`config.mk`:
```
export PLATFORM = sky130hd
export DESIGN_NAME = link_header_check_and_scrub_core
export DESIGN_NICKNAME = d
export VERILOG_FILES = /design/src/rtl/lhcs_pkg.sv /design/src/rtl/lhcs_front.sv /design/src/rtl/lhcs_queue.sv /design/src/rtl/lhcs_back.sv /design/src/rtl/link_header_check_and_scrub_core.sv
export SDC_FILE = /design/constraint.sdc
export NUM_CORES = 1
export LEC_CHECK = 0
export ABC_AREA = 0
export BUFFER_PORTS_ARGS = -buffer_cell sky130_fd_sc_hd__buf_2
export CAP_MARGIN = 15
export CORE_ASPECT_RATIO = 1.5
export CORE_MARGIN = 1.5
export CORE_UTILIZATION = 30
export DETAILED_ROUTE_END_ITERATION = 16
export PLACE_DENSITY_LB_ADDON = 0.1
export SETUP_SLACK_MARGIN = 0.15
export SYNTH_ARGS = -nofsm -noshare
export SYNTH_HDL_FRONTEND = slang
export SYNTH_HIERARCHICAL = 1
export SYNTH_SLANG_ARGS = --single-unit
```
`constraint.sdc`:
```
create_clock -name clk -period 3.9 [get_ports clk]
set_input_delay 0.78 -clock clk [delete_from_list [all_inputs] [get_ports clk]]
set_output_delay 0.78 -clock clk [all_outputs]
set_load 0.02 [all_outputs]
```
`src/rtl/lhcs_pkg.sv`:
```
// Package: shared types, constants and helpers for the link header check and scrub block.
package lhcs_pkg;

    localparam int MAX_WINDOW = 18;
    localparam int CNT_W      = $clog2(MAX_WINDOW + 1);
    localparam int IDX_W      = $clog2(MAX_WINDOW);
    localparam int CFG_W      = 32;
    localparam int CFG_IDX_W  = 1;
    localparam int QDEPTH     = 4;               // power of two, pointers wrap
    localparam int QPTR_W     = $clog2(QDEPTH);

    localparam logic [CFG_IDX_W-1:0] CFG_LINK_MODE  = 1'd0;
    localparam logic [CFG_IDX_W-1:0] CFG_IPV4_FAMILY = 1'd1;

    localparam logic [1:0] MODE_NULL   = 2'd0;
    localparam logic [1:0] MODE_ETHER  = 2'd1;
    localparam logic [1:0] MODE_RAW    = 2'd2;
    localparam logic [1:0] MODE_COOKED = 2'd3;

    localparam logic [1:0] VERDICT_OK       = 2'd0;
    localparam logic [1:0] VERDICT_SHORT    = 2'd1;
    localparam logic [1:0] VERDICT_NOT_IPV4 = 2'd2;

    localparam logic [15:0] TYPE_IPV4 = 16'h0800;
    localparam logic [15:0] TYPE_QTAG = 16'h8100;

    localparam logic [CNT_W-1:0] HDR_NULL      = CNT_W'(4);
    localparam logic [CNT_W-1:0] HDR_ETHER     = CNT_W'(14);
    localparam logic [CNT_W-1:0] HDR_ETHER_TAG = CNT_W'(18);
    localparam logic [CNT_W-1:0] HDR_COOKED    = CNT_W'(16);
    localparam logic [CNT_W-1:0] HDR_RAW       = CNT_W'(0);
    localparam logic [CNT_W-1:0] MAC_END       = CNT_W'(12);
    localparam logic [CNT_W-1:0] COOKED_ADDR_LO = CNT_W'(4);
    localparam logic [CNT_W-1:0] COOKED_ADDR_HI = CNT_W'(14);

    localparam logic [1:0]  RST_LINK_MODE = MODE_ETHER;
    localparam logic [31:0] RST_FAMILY    = 32'd2;

    typedef struct packed {
        logic [7:0] data_byte;
        logic       last_byte;
    } in_item_t;

    typedef struct packed {
        logic [7:0] out_byte;
        logic       out_last;
        logic [1:0] verdict;
        logic [4:0] header_len;
    } out_item_t;

    typedef struct packed {
        out_item_t        item;
        logic             hdr;     // byte came from the header window
        logic [IDX_W-1:0] idx;     // position inside the window
    } q_entry_t;

    typedef struct packed {
        logic [1:0]  link_mode;
        logic [31:0] ipv4_family_value;
    } cfg_t;

    typedef struct packed {
        logic deciding;
        logic replaying;
    } front_stat_t;

    function automatic logic [CNT_W-1:0] window_size(input logic [1:0] mode);
        logic [CNT_W-1:0] w;
        unique case (mode)
            MODE_NULL:   w = HDR_NULL;
            MODE_ETHER:  w = HDR_ETHER_TAG;
            MODE_COOKED: w = HDR_COOKED;
            MODE_RAW:    w = HDR_RAW;
        endcase
        return w;
    endfunction

endpackage

```
`src/rtl/lhcs_front.sv`:
```
// Front end: captures the header window, classifies the packet and feeds the queue.
module lhcs_front (
    input  logic                  clk,
    input  logic                  rst_n,
    input  lhcs_pkg::cfg_t        cfg,
    input  logic                  byte_valid,
    output logic                  byte_stall,
    input  lhcs_pkg::in_item_t    byte_data,
    input  logic                  q_full,
    output logic                  q_push,
    output lhcs_pkg::q_entry_t    q_entry,
    output lhcs_pkg::front_stat_t stat
);

    typedef enum logic [3:0] {
        ST_COLLECT = 4'b0001,
        ST_DECIDE  = 4'b0010,
        ST_REPLAY  = 4'b0100,
        ST_PASS    = 4'b1000
    } state_t;

    state_t                         state_reg, state_next;
    logic [lhcs_pkg::CNT_W-1:0]     count_reg, count_next;
    logic [lhcs_pkg::IDX_W-1:0]     rp_idx_reg, rp_idx_next;
    logic [1:0]                     verdict_reg, verdict_next;
    logic [lhcs_pkg::CNT_W-1:0]     hl_reg, hl_next;
    logic                           last_reg, last_next;
    logic [7:0]                     store_reg [lhcs_pkg::MAX_WINDOW];

    logic                           accept;
    logic [lhcs_pkg::CNT_W-1:0]     count_inc;
    logic                           rp_final;
    logic [1:0]                     dec_v;
    logic [lhcs_pkg::CNT_W-1:0]     dec_hl;
    logic [31:0]                    family;
    logic [15:0]                    type_outer;
    logic [15:0]                    type_inner;
    logic [15:0]                    type_cooked;

    assign byte_stall = (state_reg == ST_DECIDE) || (state_reg == ST_REPLAY) ||
                        ((state_reg == ST_PASS) && q_full);
    assign accept     = byte_valid && !byte_stall;
    assign count_inc  = (count_reg < lhcs_pkg::CNT_W'(lhcs_pkg::MAX_WINDOW)) ?
                        count_reg + lhcs_pkg::CNT_W'(1) : count_reg;
    assign rp_final   = (lhcs_pkg::CNT_W'(rp_idx_reg) + lhcs_pkg::CNT_W'(1)) == count_reg;

    assign stat.deciding  = (state_reg == ST_DECIDE);
    assign stat.replaying = (state_reg == ST_REPLAY);

    assign family      = {store_reg[3], store_reg[2], store_reg[1], store_reg[0]};
    assign type_outer  = {store_reg[12], store_reg[13]};
    assign type_inner  = {store_reg[16], store_reg[17]};
    assign type_cooked = {store_reg[14], store_reg[15]};

    // classification over the held window
    always_comb
    begin
        dec_v  = lhcs_pkg::VERDICT_OK;
        dec_hl = lhcs_pkg::HDR_RAW;
        unique case (cfg.link_mode)
            lhcs_pkg::MODE_NULL:
            begin
                if (count_reg < lhcs_pkg::HDR_NULL)
                    dec_v = lhcs_pkg::VERDICT_SHORT;
                else if (family != cfg.ipv4_family_value)
                    dec_v = lhcs_pkg::VERDICT_NOT_IPV4;
                else
                    dec_hl = lhcs_pkg::HDR_NULL;
            end
            lhcs_pkg::MODE_COOKED:
            begin
                if (count_reg < lhcs_pkg::HDR_COOKED)
                    dec_v = lhcs_pkg::VERDICT_SHORT;
                else if (type_cooked != lhcs_pkg::TYPE_IPV4)
                    dec_v = lhcs_pkg::VERDICT_NOT_IPV4;
                else
                    dec_hl = lhcs_pkg::HDR_COOKED;
            end
            lhcs_pkg::MODE_ETHER:
            begin
                if (count_reg < lhcs_pkg::HDR_ETHER)
                    dec_v = lhcs_pkg::VERDICT_SHORT;
                else if (type_outer == lhcs_pkg::TYPE_QTAG)
                begin
                    if (count_reg < lhcs_pkg::HDR_ETHER_TAG)
                        dec_v = lhcs_pkg::VERDICT_SHORT;
                    else if (type_inner != lhcs_pkg::TYPE_IPV4)
                        dec_v = lhcs_pkg::VERDICT_NOT_IPV4;
                    else
                        dec_hl = lhcs_pkg::HDR_ETHER_TAG;
                end
                else if (type_outer != lhcs_pkg::TYPE_IPV4)
                    dec_v = lhcs_pkg::VERDICT_NOT_IPV4;
                else
                    dec_hl = lhcs_pkg::HDR_ETHER;
            end
            lhcs_pkg::MODE_RAW:
            begin
                dec_hl = lhcs_pkg::HDR_RAW;
            end
        endcase
    end

    always_comb
    begin
        state_next   = state_reg;
        count_next   = count_reg;
        rp_idx_next  = rp_idx_reg;
        verdict_next = verdict_reg;
        hl_next      = hl_reg;
        last_next    = last_reg;
        q_push       = 1'b0;
        q_entry.item.out_byte   = byte_data.data_byte;
        q_entry.item.out_last   = byte_data.last_byte;
        q_entry.item.verdict    = verdict_reg;
        q_entry.item.header_len = hl_reg;
        q_entry.hdr             = 1'b0;
        q_entry.idx             = rp_idx_reg;
        unique case (state_reg)
            ST_COLLECT:
            begin
                if (accept)
                begin
                    count_next = count_inc;
                    last_next  = byte_data.last_byte;
                    if ((count_inc >= lhcs_pkg::window_size(cfg.link_mode)) ||
                        byte_data.last_byte)
                        state_next = ST_DECIDE;
                end
            end
            ST_DECIDE:
            begin
                verdict_next = dec_v;
                hl_next      = dec_hl;
                rp_idx_next  = '0;
                state_next   = ST_REPLAY;
            end
            ST_REPLAY:
            begin
                q_entry.item.out_byte = store_reg[rp_idx_reg];
                q_entry.item.out_last = rp_final && last_reg;
                q_entry.hdr           = 1'b1;
                q_push                = !q_full;
                if (!q_full)
                begin
                    if (rp_final)
                    begin
                        count_next = '0;
                        state_next = last_reg ? ST_COLLECT : ST_PASS;
                    end
                    else
                        rp_idx_next = rp_idx_reg + lhcs_pkg::IDX_W'(1);
                end
            end
            ST_PASS:
            begin
                q_push = accept;
                if (accept && byte_data.last_byte)
                    state_next = ST_COLLECT;
            end
        endcase
    end

    always_ff @(posedge clk or negedge rst_n)
    begin
        if (!rst_n)
        begin
            state_reg   <= ST_COLLECT;
            count_reg   <= '0;
            rp_idx_reg  <= '0;
            verdict_reg <= lhcs_pkg::VERDICT_OK;
            hl_reg      <= '0;
            last_reg    <= 1'b0;
        end
        else
        begin
            state_reg   <= state_next;
            count_reg   <= count_next;
            rp_idx_reg  <= rp_idx_next;
            verdict_reg <= verdict_next;
            hl_reg      <= hl_next;
            last_reg    <= last_next;
        end
    end

    always_ff @(posedge clk)
    begin
        if ((state_reg == ST_COLLECT) && accept &&
            (count_reg < lhcs_pkg::CNT_W'(lhcs_pkg::MAX_WINDOW)))
            store_reg[count_reg[lhcs_pkg::IDX_W-1:0]] <= byte_data.data_byte;
    end

endmodule

```
`src/rtl/lhcs_queue.sv`:
```
// Queue: short FIFO of classified byte transactions between front and back.
module lhcs_queue (
    input  logic               clk,
    input  logic               rst_n,
    input  logic               push,
    input  lhcs_pkg::q_entry_t push_data,
    input  logic               pop,
    output lhcs_pkg::q_entry_t pop_data,
    output logic               full,
    output logic               empty
);

    lhcs_pkg::q_entry_t            mem [lhcs_pkg::QDEPTH];
    logic [lhcs_pkg::QPTR_W-1:0]   wr_ptr_reg, wr_ptr_next;
    logic [lhcs_pkg::QPTR_W-1:0]   rd_ptr_reg, rd_ptr_next;
    logic [lhcs_pkg::QPTR_W:0]     fill_reg, fill_next;
    logic                          do_push;
    logic                          do_pop;

    assign full     = (fill_reg == (lhcs_pkg::QPTR_W + 1)'(lhcs_pkg::QDEPTH));
    assign empty    = (fill_reg == '0);
    assign do_push  = push && !full;
    assign do_pop   = pop && !empty;
    assign pop_data = mem[rd_ptr_reg];

    always_comb
    begin
        wr_ptr_next = do_push ? wr_ptr_reg + lhcs_pkg::QPTR_W'(1) : wr_ptr_reg;
        rd_ptr_next = do_pop  ? rd_ptr_reg + lhcs_pkg::QPTR_W'(1) : rd_ptr_reg;
        fill_next   = fill_reg;
        if (do_push && !do_pop)
            fill_next = fill_reg + (lhcs_pkg::QPTR_W + 1)'(1);
        else if (do_pop && !do_push)
            fill_next = fill_reg - (lhcs_pkg::QPTR_W + 1)'(1);
    end

    always_ff @(posedge clk or negedge rst_n)
    begin
        if (!rst_n)
        begin
            wr_ptr_reg <= '0;
            rd_ptr_reg <= '0;
            fill_reg   <= '0;
        end
        else
        begin
            wr_ptr_reg <= wr_ptr_next;
            rd_ptr_reg <= rd_ptr_next;
            fill_reg   <= fill_next;
        end
    end

    always_ff @(posedge clk)
    begin
        if (do_push)
            mem[wr_ptr_reg] <= push_data;
    end

endmodule

```
`src/rtl/lhcs_back.sv`:
```
// Back end: scrubs address bytes of accepted headers and drives the result register.
module lhcs_back (
    input  logic                  clk,
    input  logic                  rst_n,
    input  lhcs_pkg::q_entry_t    q_entry,
    input  logic                  q_empty,
    output logic                  q_pop,
    output logic                  result_valid,
    input  logic                  result_stall,
    output lhcs_pkg::out_item_t   result_data
);

    logic                         valid_reg, valid_next;
    lhcs_pkg::out_item_t          data_reg;
    lhcs_pkg::out_item_t          scrubbed;
    logic [lhcs_pkg::CNT_W-1:0]   pos;
    logic                         is_ether;
    logic                         is_cooked;
    logic                         zero_it;

    assign pos       = lhcs_pkg::CNT_W'(q_entry.idx);
    assign is_ether  = (q_entry.item.header_len == lhcs_pkg::HDR_ETHER) ||
                       (q_entry.item.header_len == lhcs_pkg::HDR_ETHER_TAG);
    assign is_cooked = (q_entry.item.header_len == lhcs_pkg::HDR_COOKED);
    assign zero_it   = q_entry.hdr && (q_entry.item.verdict == lhcs_pkg::VERDICT_OK) &&
                       ((is_ether && (pos < lhcs_pkg::MAC_END)) ||
                        (is_cooked && (pos >= lhcs_pkg::COOKED_ADDR_LO) &&
                         (pos < lhcs_pkg::COOKED_ADDR_HI)));

    always_comb
    begin
        scrubbed = q_entry.item;
        if (zero_it)
            scrubbed.out_byte = 8'h00;
    end

    assign q_pop      = !q_empty && (!valid_reg || !result_stall);
    assign valid_next = q_pop || (valid_reg && result_stall);

    always_ff @(posedge clk or negedge rst_n)
    begin
        if (!rst_n)
            valid_reg <= 1'b0;
        else
            valid_reg <= valid_next;
    end

    always_ff @(posedge clk)
    begin
        if (q_pop)
            data_reg <= scrubbed;
    end

    assign result_valid = valid_reg;
    assign result_data  = data_reg;

endmodule

```
`src/rtl/link_header_check_and_scrub_core.sv`:
```
// Top level: link header check and scrub core with configuration registers.
//
//   channel   direction  handshake                  payload
//   byte      in         byte_valid / byte_stall    byte_data   (lhcs_pkg::in_item_t)
//   result    out        result_valid / result_stall result_data (lhcs_pkg::out_item_t)
//   cfg       in         cfg_write_en               cfg_index, cfg_data
//
// Bytes after the decision pass at one transaction per cycle while the queue
// is not full. The header window takes its n bytes at one per cycle, then the
// decision state, then the replay of those n bytes out of the 18-byte window
// store, one store read a cycle, each waiting while the queue is full; input is
// held off during decision and replay. Reset: link_mode ethernet, family value
// 2, queue and result register empty. The 4-entry queue lets the back end stall
// on result_stall without stopping passthrough capture until it fills.
module link_header_check_and_scrub_core (
    input  logic                              clk,
    input  logic                              rst_n,
    input  logic                              byte_valid,
    output logic                              byte_stall,
    input  lhcs_pkg::in_item_t                byte_data,
    output logic                              result_valid,
    input  logic                              result_stall,
    output lhcs_pkg::out_item_t               result_data,
    input  logic                              cfg_write_en,
    input  logic [lhcs_pkg::CFG_IDX_W-1:0]    cfg_index,
    input  logic [lhcs_pkg::CFG_W-1:0]        cfg_data
);

    logic [1:0]             link_mode_reg;
    logic [31:0]            family_reg;
    lhcs_pkg::cfg_t         cfg;
    lhcs_pkg::front_stat_t  stat;
    lhcs_pkg::q_entry_t     push_entry;
    lhcs_pkg::q_entry_t     pop_entry;
    logic                   q_push;
    logic                   q_pop;
    logic                   q_full;
    logic                   q_empty;

    always_ff @(posedge clk or negedge rst_n)
    begin
        if (!rst_n)
        begin
            link_mode_reg <= lhcs_pkg::RST_LINK_MODE;
            family_reg    <= lhcs_pkg::RST_FAMILY;
        end
        else if (cfg_write_en)
        begin
            unique case (cfg_index)
                lhcs_pkg::CFG_LINK_MODE:   link_mode_reg <= cfg_data[1:0];
                lhcs_pkg::CFG_IPV4_FAMILY: family_reg    <= cfg_data;
            endcase
        end
    end

    assign cfg.link_mode         = link_mode_reg;
    assign cfg.ipv4_family_value = family_reg;

    lhcs_front u_front (
        .clk        (clk),
        .rst_n      (rst_n),
        .cfg        (cfg),
        .byte_valid (byte_valid),
        .byte_stall (byte_stall),
        .byte_data  (byte_data),
        .q_full     (q_full),
        .q_push     (q_push),
        .q_entry    (push_entry),
        .stat       (stat)
    );

    lhcs_queue u_queue (
        .clk       (clk),
        .rst_n     (rst_n),
        .push      (q_push),
        .push_data (push_entry),
        .pop       (q_pop),
        .pop_data  (pop_entry),
        .full      (q_full),
        .empty     (q_empty)
    );

    lhcs_back u_back (
        .clk          (clk),
        .rst_n        (rst_n),
        .q_entry      (pop_entry),
        .q_empty      (q_empty),
        .q_pop        (q_pop),
        .result_valid (result_valid),
        .result_stall (result_stall),
        .result_data  (result_data)
    );

`ifndef SYNTH
    a_no_push_full: assert property (@(posedge clk) disable iff (!rst_n)
        q_push |-> !q_full)
        else $error("push into full queue");

    a_hold_in_replay: assert property (@(posedge clk) disable iff (!rst_n)
        (stat.deciding || stat.replaying) |-> byte_stall)
        else $error("input taken during decision or replay");

    a_decide_then_replay: assert property (@(posedge clk) disable iff (!rst_n)
        stat.deciding |=> stat.replaying)
        else $error("decision not followed by replay");

    a_reject_no_len: assert property (@(posedge clk) disable iff (!rst_n)
        (result_valid && (result_data.verdict != lhcs_pkg::VERDICT_OK))
            |-> (result_data.header_len == '0))
        else $error("rejected packet carries a header length");
`endif

endmodule
```
==> results of run 1 <==
==> how the worst max path moves through the flow <==
stage                     slack (ps)                            endpoint                        startpoint  depth (start not counted)
final                            860                          byte_stall   u_queue/fill_reg[0]$_DFFE_PN0P_                          5
after global routing             650                          byte_stall   u_queue/fill_reg[0]$_DFFE_PN0P_                          5
after CTS                        790                          byte_stall   u_queue/fill_reg[0]$_DFFE_PN0P_                          5
after detailed placement         980    u_front/state_reg[0]$_DFFE_PN1P_  u_front/count_reg[3]$_DFFE_PN0P_                          8
after global placement          1030  u_front/store_reg[11][4]$_DFFE_PP_  u_front/state_reg[0]$_DFFE_PN1P_                          5
after floorplan                  930     u_queue/fill_reg[1]$_DFFE_PN0P_                      result_stall                          6
==> critical path, stage by stage (launching register included) <==
cell and delay [ps]:
dfrtp_1 450, nor3b_2 540, a21oi_1 130, o21a_1 190, nor2_1 200, buf_2 220
==> cell usage in the layout, fill, tap and decap left out, types with 3 or more instances in the layout <==
master / n
a21boi_0: 6
a21boi_1: 3
a21oi_1: 4
a31oi_1: 4
and2_1: 11
and3_1: 10
and4_1: 5
buf_2: 64
buf_4: 17
clkbuf_1: 6
clkbuf_16: 37
clkinv_1: 9
clkinv_2: 8
dfrtp_1: 58
dfstp_2: 3
edfxtp_1: 260
ha_1: 13
inv_1: 16
mux2_2: 3
mux2_4: 31
mux2i_1: 19
mux4_2: 61
nand2_1: 37
nand3_1: 9
nand4_1: 5
nand4b_1: 4
nor2_1: 20
nor2b_1: 6
nor3_1: 7
nor3b_1: 3
nor4_1: 18
nor4b_1: 5
nor4b_2: 3
o211ai_1: 5
o21ai_0: 26
o22a_1: 8
o31ai_1: 4
or3_1: 3
xnor2_1: 9
xor2_1: 36
==> metrics by stage <==
step | total power [mW] | utilization [%] | cell area [um^2] | instances | hold WS (ps)
2_1_floorplan | 6.23 | - | 13900 | 794 | 445
3_3_place_gp | 6.97 | 32.6 | 14900 | 1430 | 492
3_5_place_dp | 6.97 | 32.6 | 14900 | 1430 | 494
4_1_cts | 10.2 | 34.9 | 16000 | 1493 | 342
5_1_grt | 10.6 | 34.9 | 16000 | 1493 | 380
6_report | 10.0 | 34.9 | 16000 | 1493 | 332
==> metal layers <==
metal  vias to the layer above  global-route usage [%]  share of wire, %
li1                       3308                       -                 -
met1                      3760                    16.8                39
met2                       141                    27.6                55
met3                        50                    2.24               3.2
met4                         0                    4.98               2.8
met5                         -                       0                 0
==> area by class of cell <==
type                    count  area [um^2]  share of cell area [%]
clock buffers              43          948                    5.93
clock inverters            20          146                   0.915
inverters                  18         67.6                   0.422
multi-input cells         418         4220                    26.4
flip-flops and latches    323         9390                    58.7
well taps                 588          736                    4.60
repair buffers             83          488                    3.05
==> power by group through the flow <==
| stage | Sequential [mW] | Combinational (mW) | Clock, mW |
|---|---|---|---|
| floorplan | 4.54 | 1.69 | 0 |
| global placement | 4.60 | 2.37 | 0 |
| detailed placement | 4.61 | 2.36 | 0 |
| CTS | 4.54 | 2.37 | 3.31 |
| global route | 4.59 | 2.54 | 3.43 |
| finish | 4.52 | 2.31 | 3.19 |
==> metrics.md, run 1 <==
| Metric | Value |
|---|---|
| Die ar. | between 40000 and 50000 um^2 |
| Setup TNS | 0 ps |
| Initial antenna violation count | 0 |
| RSZ-0062 raised after global routing | no |
| Final period utilization | about four fifths |
| TritonCTS buffer count | 35 |
| IO Count | between 60 and 70 |
| Maximum vdd drop | approximately 0.31 mV |
| Clock Skews | a little over 10 ps |
| Relative slew slack | between 20% and 30% |
| Core area | 45800 um^2 |
| Area growth from synthesis to layout | 15.2% |
| Crit end category | output port |
| CP Class | flip-flop to output port |
| Overall Global Routing Usage | 14.7% |
| Combinational power share | a little under a quarter |
| Final Hold Fails | 0 |
| Worst Path Required | ~3100 ps |
| Share of layout cells above drive strength 1 | 27.4% |
| Max reg flops | 160 |
| Leakage | around 5.7 nW |
| Final WL | between 30 and 40 mm |
| Iter 0 DRT Violations | 425 |
| Dpl ws | just under 1000 ps |
| Vias | between 7000 and 8000 |
| Sink Count | ~320 |
| DRC Markers | 0 |
| Warnings, synthesis | 6 |
| First-pass DRT Iterations | 6 |
| Synthesized instance count | 794 |
| Sequential power share | between 40% and 50% |
| Htree depth | 2 |
| Setup WS post-layout | between 800 and 900 ps |
| Max Cap Viol | 0 |
| Reg2reg path depth | 8 |
| Worst-skew pair later-pin latency | between 500 and 600 ps |
| Clock root buffer master | clkbuf_16 |
| RePlAce Congestion | about 0.75 |
| Arr. time, crit path | 2260 ps |
| Largest net degree at the start of global routing | 47 |
| Post-DR vias/cell | around 5 |
| Row Count | between 90 and 100 |
| Die H | ~270 um |
| Status | completed |
| CTS clk-pin slew, worst paths | approximately 60 ps |
| Worst-margin pin slew | about 1100 ps |
| Cell area power density | between 600 and 700 nW/um^2 |
| Number of buffers inserted by hold repair at cts | 0 |
| Final min period | just over 3000 ps |
| Vias in the first global route | between 7000 and 8000 |
| Worst Path Max Fanout | 8 |
| Final setup viols | 0 |
| CTS Buffer Depth | 3 |
| DP HPWL | 23.1 mm |
| Synth Cell Area | ~14000 um^2 |
| Die X | roughly 180 um |
| Int Pwr | 7.11 mW |
| Fmax | about 0.33 GHz |
| Port Buf Inserts | 64 |
| Starting Density | a little under a third |
| Psw | approximately 2.9 mW |
| Layout Nets | 940 |
| R2R setup slack | between 900 and 1000 ps |
| Syn avg cell area | roughly 17 um^2 |
| Switching Share | a little under 30% |
| Mapped Nets | between 800 and 900 |
| WL per Instance | between 20 and 25 um |
| Startpoint Class | flip-flop |
| Diode count | 0 |
| Setup repair bufs after CTS | 0 |
| R2r endpoint | u_front/state_reg[3]$_DFFE_PN0P_ |
| First-pass GRT wire length | about 51 mm |
| GRT Residual Overflow | 0 |
| CTS tree | done |
| HP Class | input pin to async pin |
| Clk network pwr share | 31.8% |
| Post-route ant nets | 0 |
| Slew Viols, Final | 0 |
| # fillers | around 4300 |
| # resized after CTS | 0 |
| RR Startpoint | u_front/count_reg[2]$_DFFE_PN0P_ |
(Power assumes the default switching activity.)
==> run 2: changes to the inputs <==
==> constraint.sdc (replaced) <==
create_clock -name clk -period 2.6 [get_ports clk]
set_input_delay 0.52 -clock clk [delete_from_list [all_inputs] [get_ports clk]]
set_output_delay 0.52 -clock clk [all_outputs]
set_load 0.02 [all_outputs]
==> metrics.md, run 2 (synthesis gave the netlist of run 1 again) <==
| Metric | Value |
|---|---|
| Final WL | between 30 and 40 mm |
| Layout Nets | ~1000 |
| Row Count | between 90 and 100 |
| Total power | around 16 mW |
| HP Class | input pin to flip-flop |
| Core area | approximately 46000 um^2 |
| Design Area, Final | about 17000 um^2 |
| Leakage | around 6.0 nW |
| Relative slew slack | a little under three fifths |
| Vias in the first global route | 8107 |
| Starting Density | between 30% and 40% |
| Area after DPL | 15400 um^2 |
| Max reg flops | 160 |
| CTS Buffer Depth | 3 |
| Iter 0 DRT Violations | approximately 420 |
| Largest net degree at the start of global routing | 35 |
| Die ar. | approximately 48000 um^2 |
| Share of layout cells above drive strength 1 | 31.9% |
| Vias | ~7400 |
| GRT Residual Overflow | 0 |
| Clock root buffer master | clkbuf_16 |
| WL per Instance | around 22 um |
| Sink Count | ~320 |
| Post-Layout Cell Count | around 1500 |
| Die X | ~180 um |
| Clock Skews | about 23 ps |
| Dpl ws | 148 ps |
| Post-DR vias/cell | a little under 5 |
| CP Class | flip-flop to output port |
| Area growth from synthesis to layout | 19.6% |
| Initial antenna violation count | 0 |
| Worst-skew pair later-pin latency | 530 ps |
| Post-route ant nets | 0 |
| Final Hold Fails | 0 |
| M3 GR Usage | 2.32% |
| Final setup viols | 0 |
| Maximum vdd drop | between 0.4 and 0.5 mV |
| Gr busiest metal | met2 |
| Dpl cells | 1467 |
| Overall Global Routing Usage | between 10% and 20% |
| Status | completed |
| TritonCTS buffer count | 35 |
| Cell area power density | ~950 nW/um^2 |
| Final period utilization | around nine tenths |
| Max Cap Viol | 0 |
| GR Layer Usage met2 | between 20% and 30% |
| Die H | roughly 270 um |
| DP HPWL | 23.4 mm |
| Slew Viols, Final | 0 |
| Setup WS post-layout | 212 ps |
| First-pass GRT wire length | between 50 and 60 mm |
| IO Count | 65 |
| Worst Path Required | between 2000 and 2500 ps |
| First-pass DRT Iterations | 4 |
| RePlAce Congestion | slightly below 0.8 |
| Worst-margin pin slew | around 640 ps |
| Commonest non-fill, non-tap cell in the layout | edfxtp_1 |
| DRC Markers | 0 |
| Most frequent cells in the layout | 260 x edfxtp_1, 64 x buf_2, 61 x mux4_2, 55 x dfrtp_1, 42 x buf_4 |
| Diode count | 0 |
| Port Buf Inserts | 64 |
| RSZ-0062 raised after global routing | yes |
| Startpoint Class | flip-flop |
| Worst Path Max Fanout | 7 |
| Grt met1 use | between 15 and 20% |
| CTS clk-pin slew, worst paths | ~60 ps |
| Arr. time, crit path | approximately 1900 ps |
| Setup TNS | 0 ps |
| CTS tree | done |
| Final min period | between 2000 and 2500 ps |
| Crit end category | output port |
| Fmax | 0.419 GHz |
| Htree depth | 2 |
[run 2: power by group]
group / switching, mW / total [mW] / internal, mW
clock: 2.09 / 5.16 / 3.07
sequential: 0.334 / 6.66 / 6.32
combinational: 2.13 / 3.90 / 1.77
total: 4.55 / 15.7 / 11.2
[run 2: layout make-up]
class | count | area (um^2)
Clock inverter | 20 | 241
Sequential cell | 323 | 9390
Inverter | 18 | 67.6
Fill cell | 4301 | 29200
Clock buffer | 42 | 933
Tap cell | 588 | 736
Multi-Input combinational cell | 418 | 4260
Timing Repair Buffer | 123 | 966
[run 2: worst paths after layout]
kind | start | slack, ps | depth (start not counted) | end
max in group asynchronous | rst_n | 1440 | 3 | link_mode_reg[0]$_DFFE_PN1P_
min reg2reg | family_reg[29]$_DFFE_PN0P_ | 520 | 1 | family_reg[29]$_DFFE_PN0P_
min in group asynchronous | rst_n | 460 | 2 | family_reg[29]$_DFFE_PN0P_
max | u_front/state_reg[1]$_DFFE_PN0P_ | 210 | 4 | byte_stall
max reg2reg | u_front/rp_idx_reg[0]$_DFFE_PN0P_ | 290 | 6 | u_front/rp_idx_reg[3]$_DFFE_PN0P_
min | cfg_data[30] | 200 | 2 | family_reg[30]$_DFFE_PN0P_
[run 2: through the flow]
| step | utilization (%) | hold WS [ps] |
|---|---|---|
| after floorplan | - | 224 |
| after global placement | 33.5 | 484 |
| after detailed placement | 33.5 | 495 |
| after CTS | 36.1 | 163 |
| after global routing | 36.3 | 188 |
| final | 36.3 | 199 |
[run 2: critical path, cell delays in order (launching register included)]
cell and delay (ps):
dfrtp_1 470, or3b_2 500, o21a_1 130, nor2_1 80
buf_2 170
[run 2: routing by layer]
layer,up-vias,part of all wire (%)
li1,3385,-
met1,3824,38
met2,126,55
met3,55,2.9
met4,0,3.4
met5,-,0
[run 2: what timing repair did]
item | 4_1_cts | 5_1_grt
endpoints found under the setup margin | 2 | 159
setup buffers | 0 | 2
pin swaps | 1 | 1
resized for setup | 1 | 13
hold buffers | 1 | 0
endpoints found under the hold margin | 15 | 0
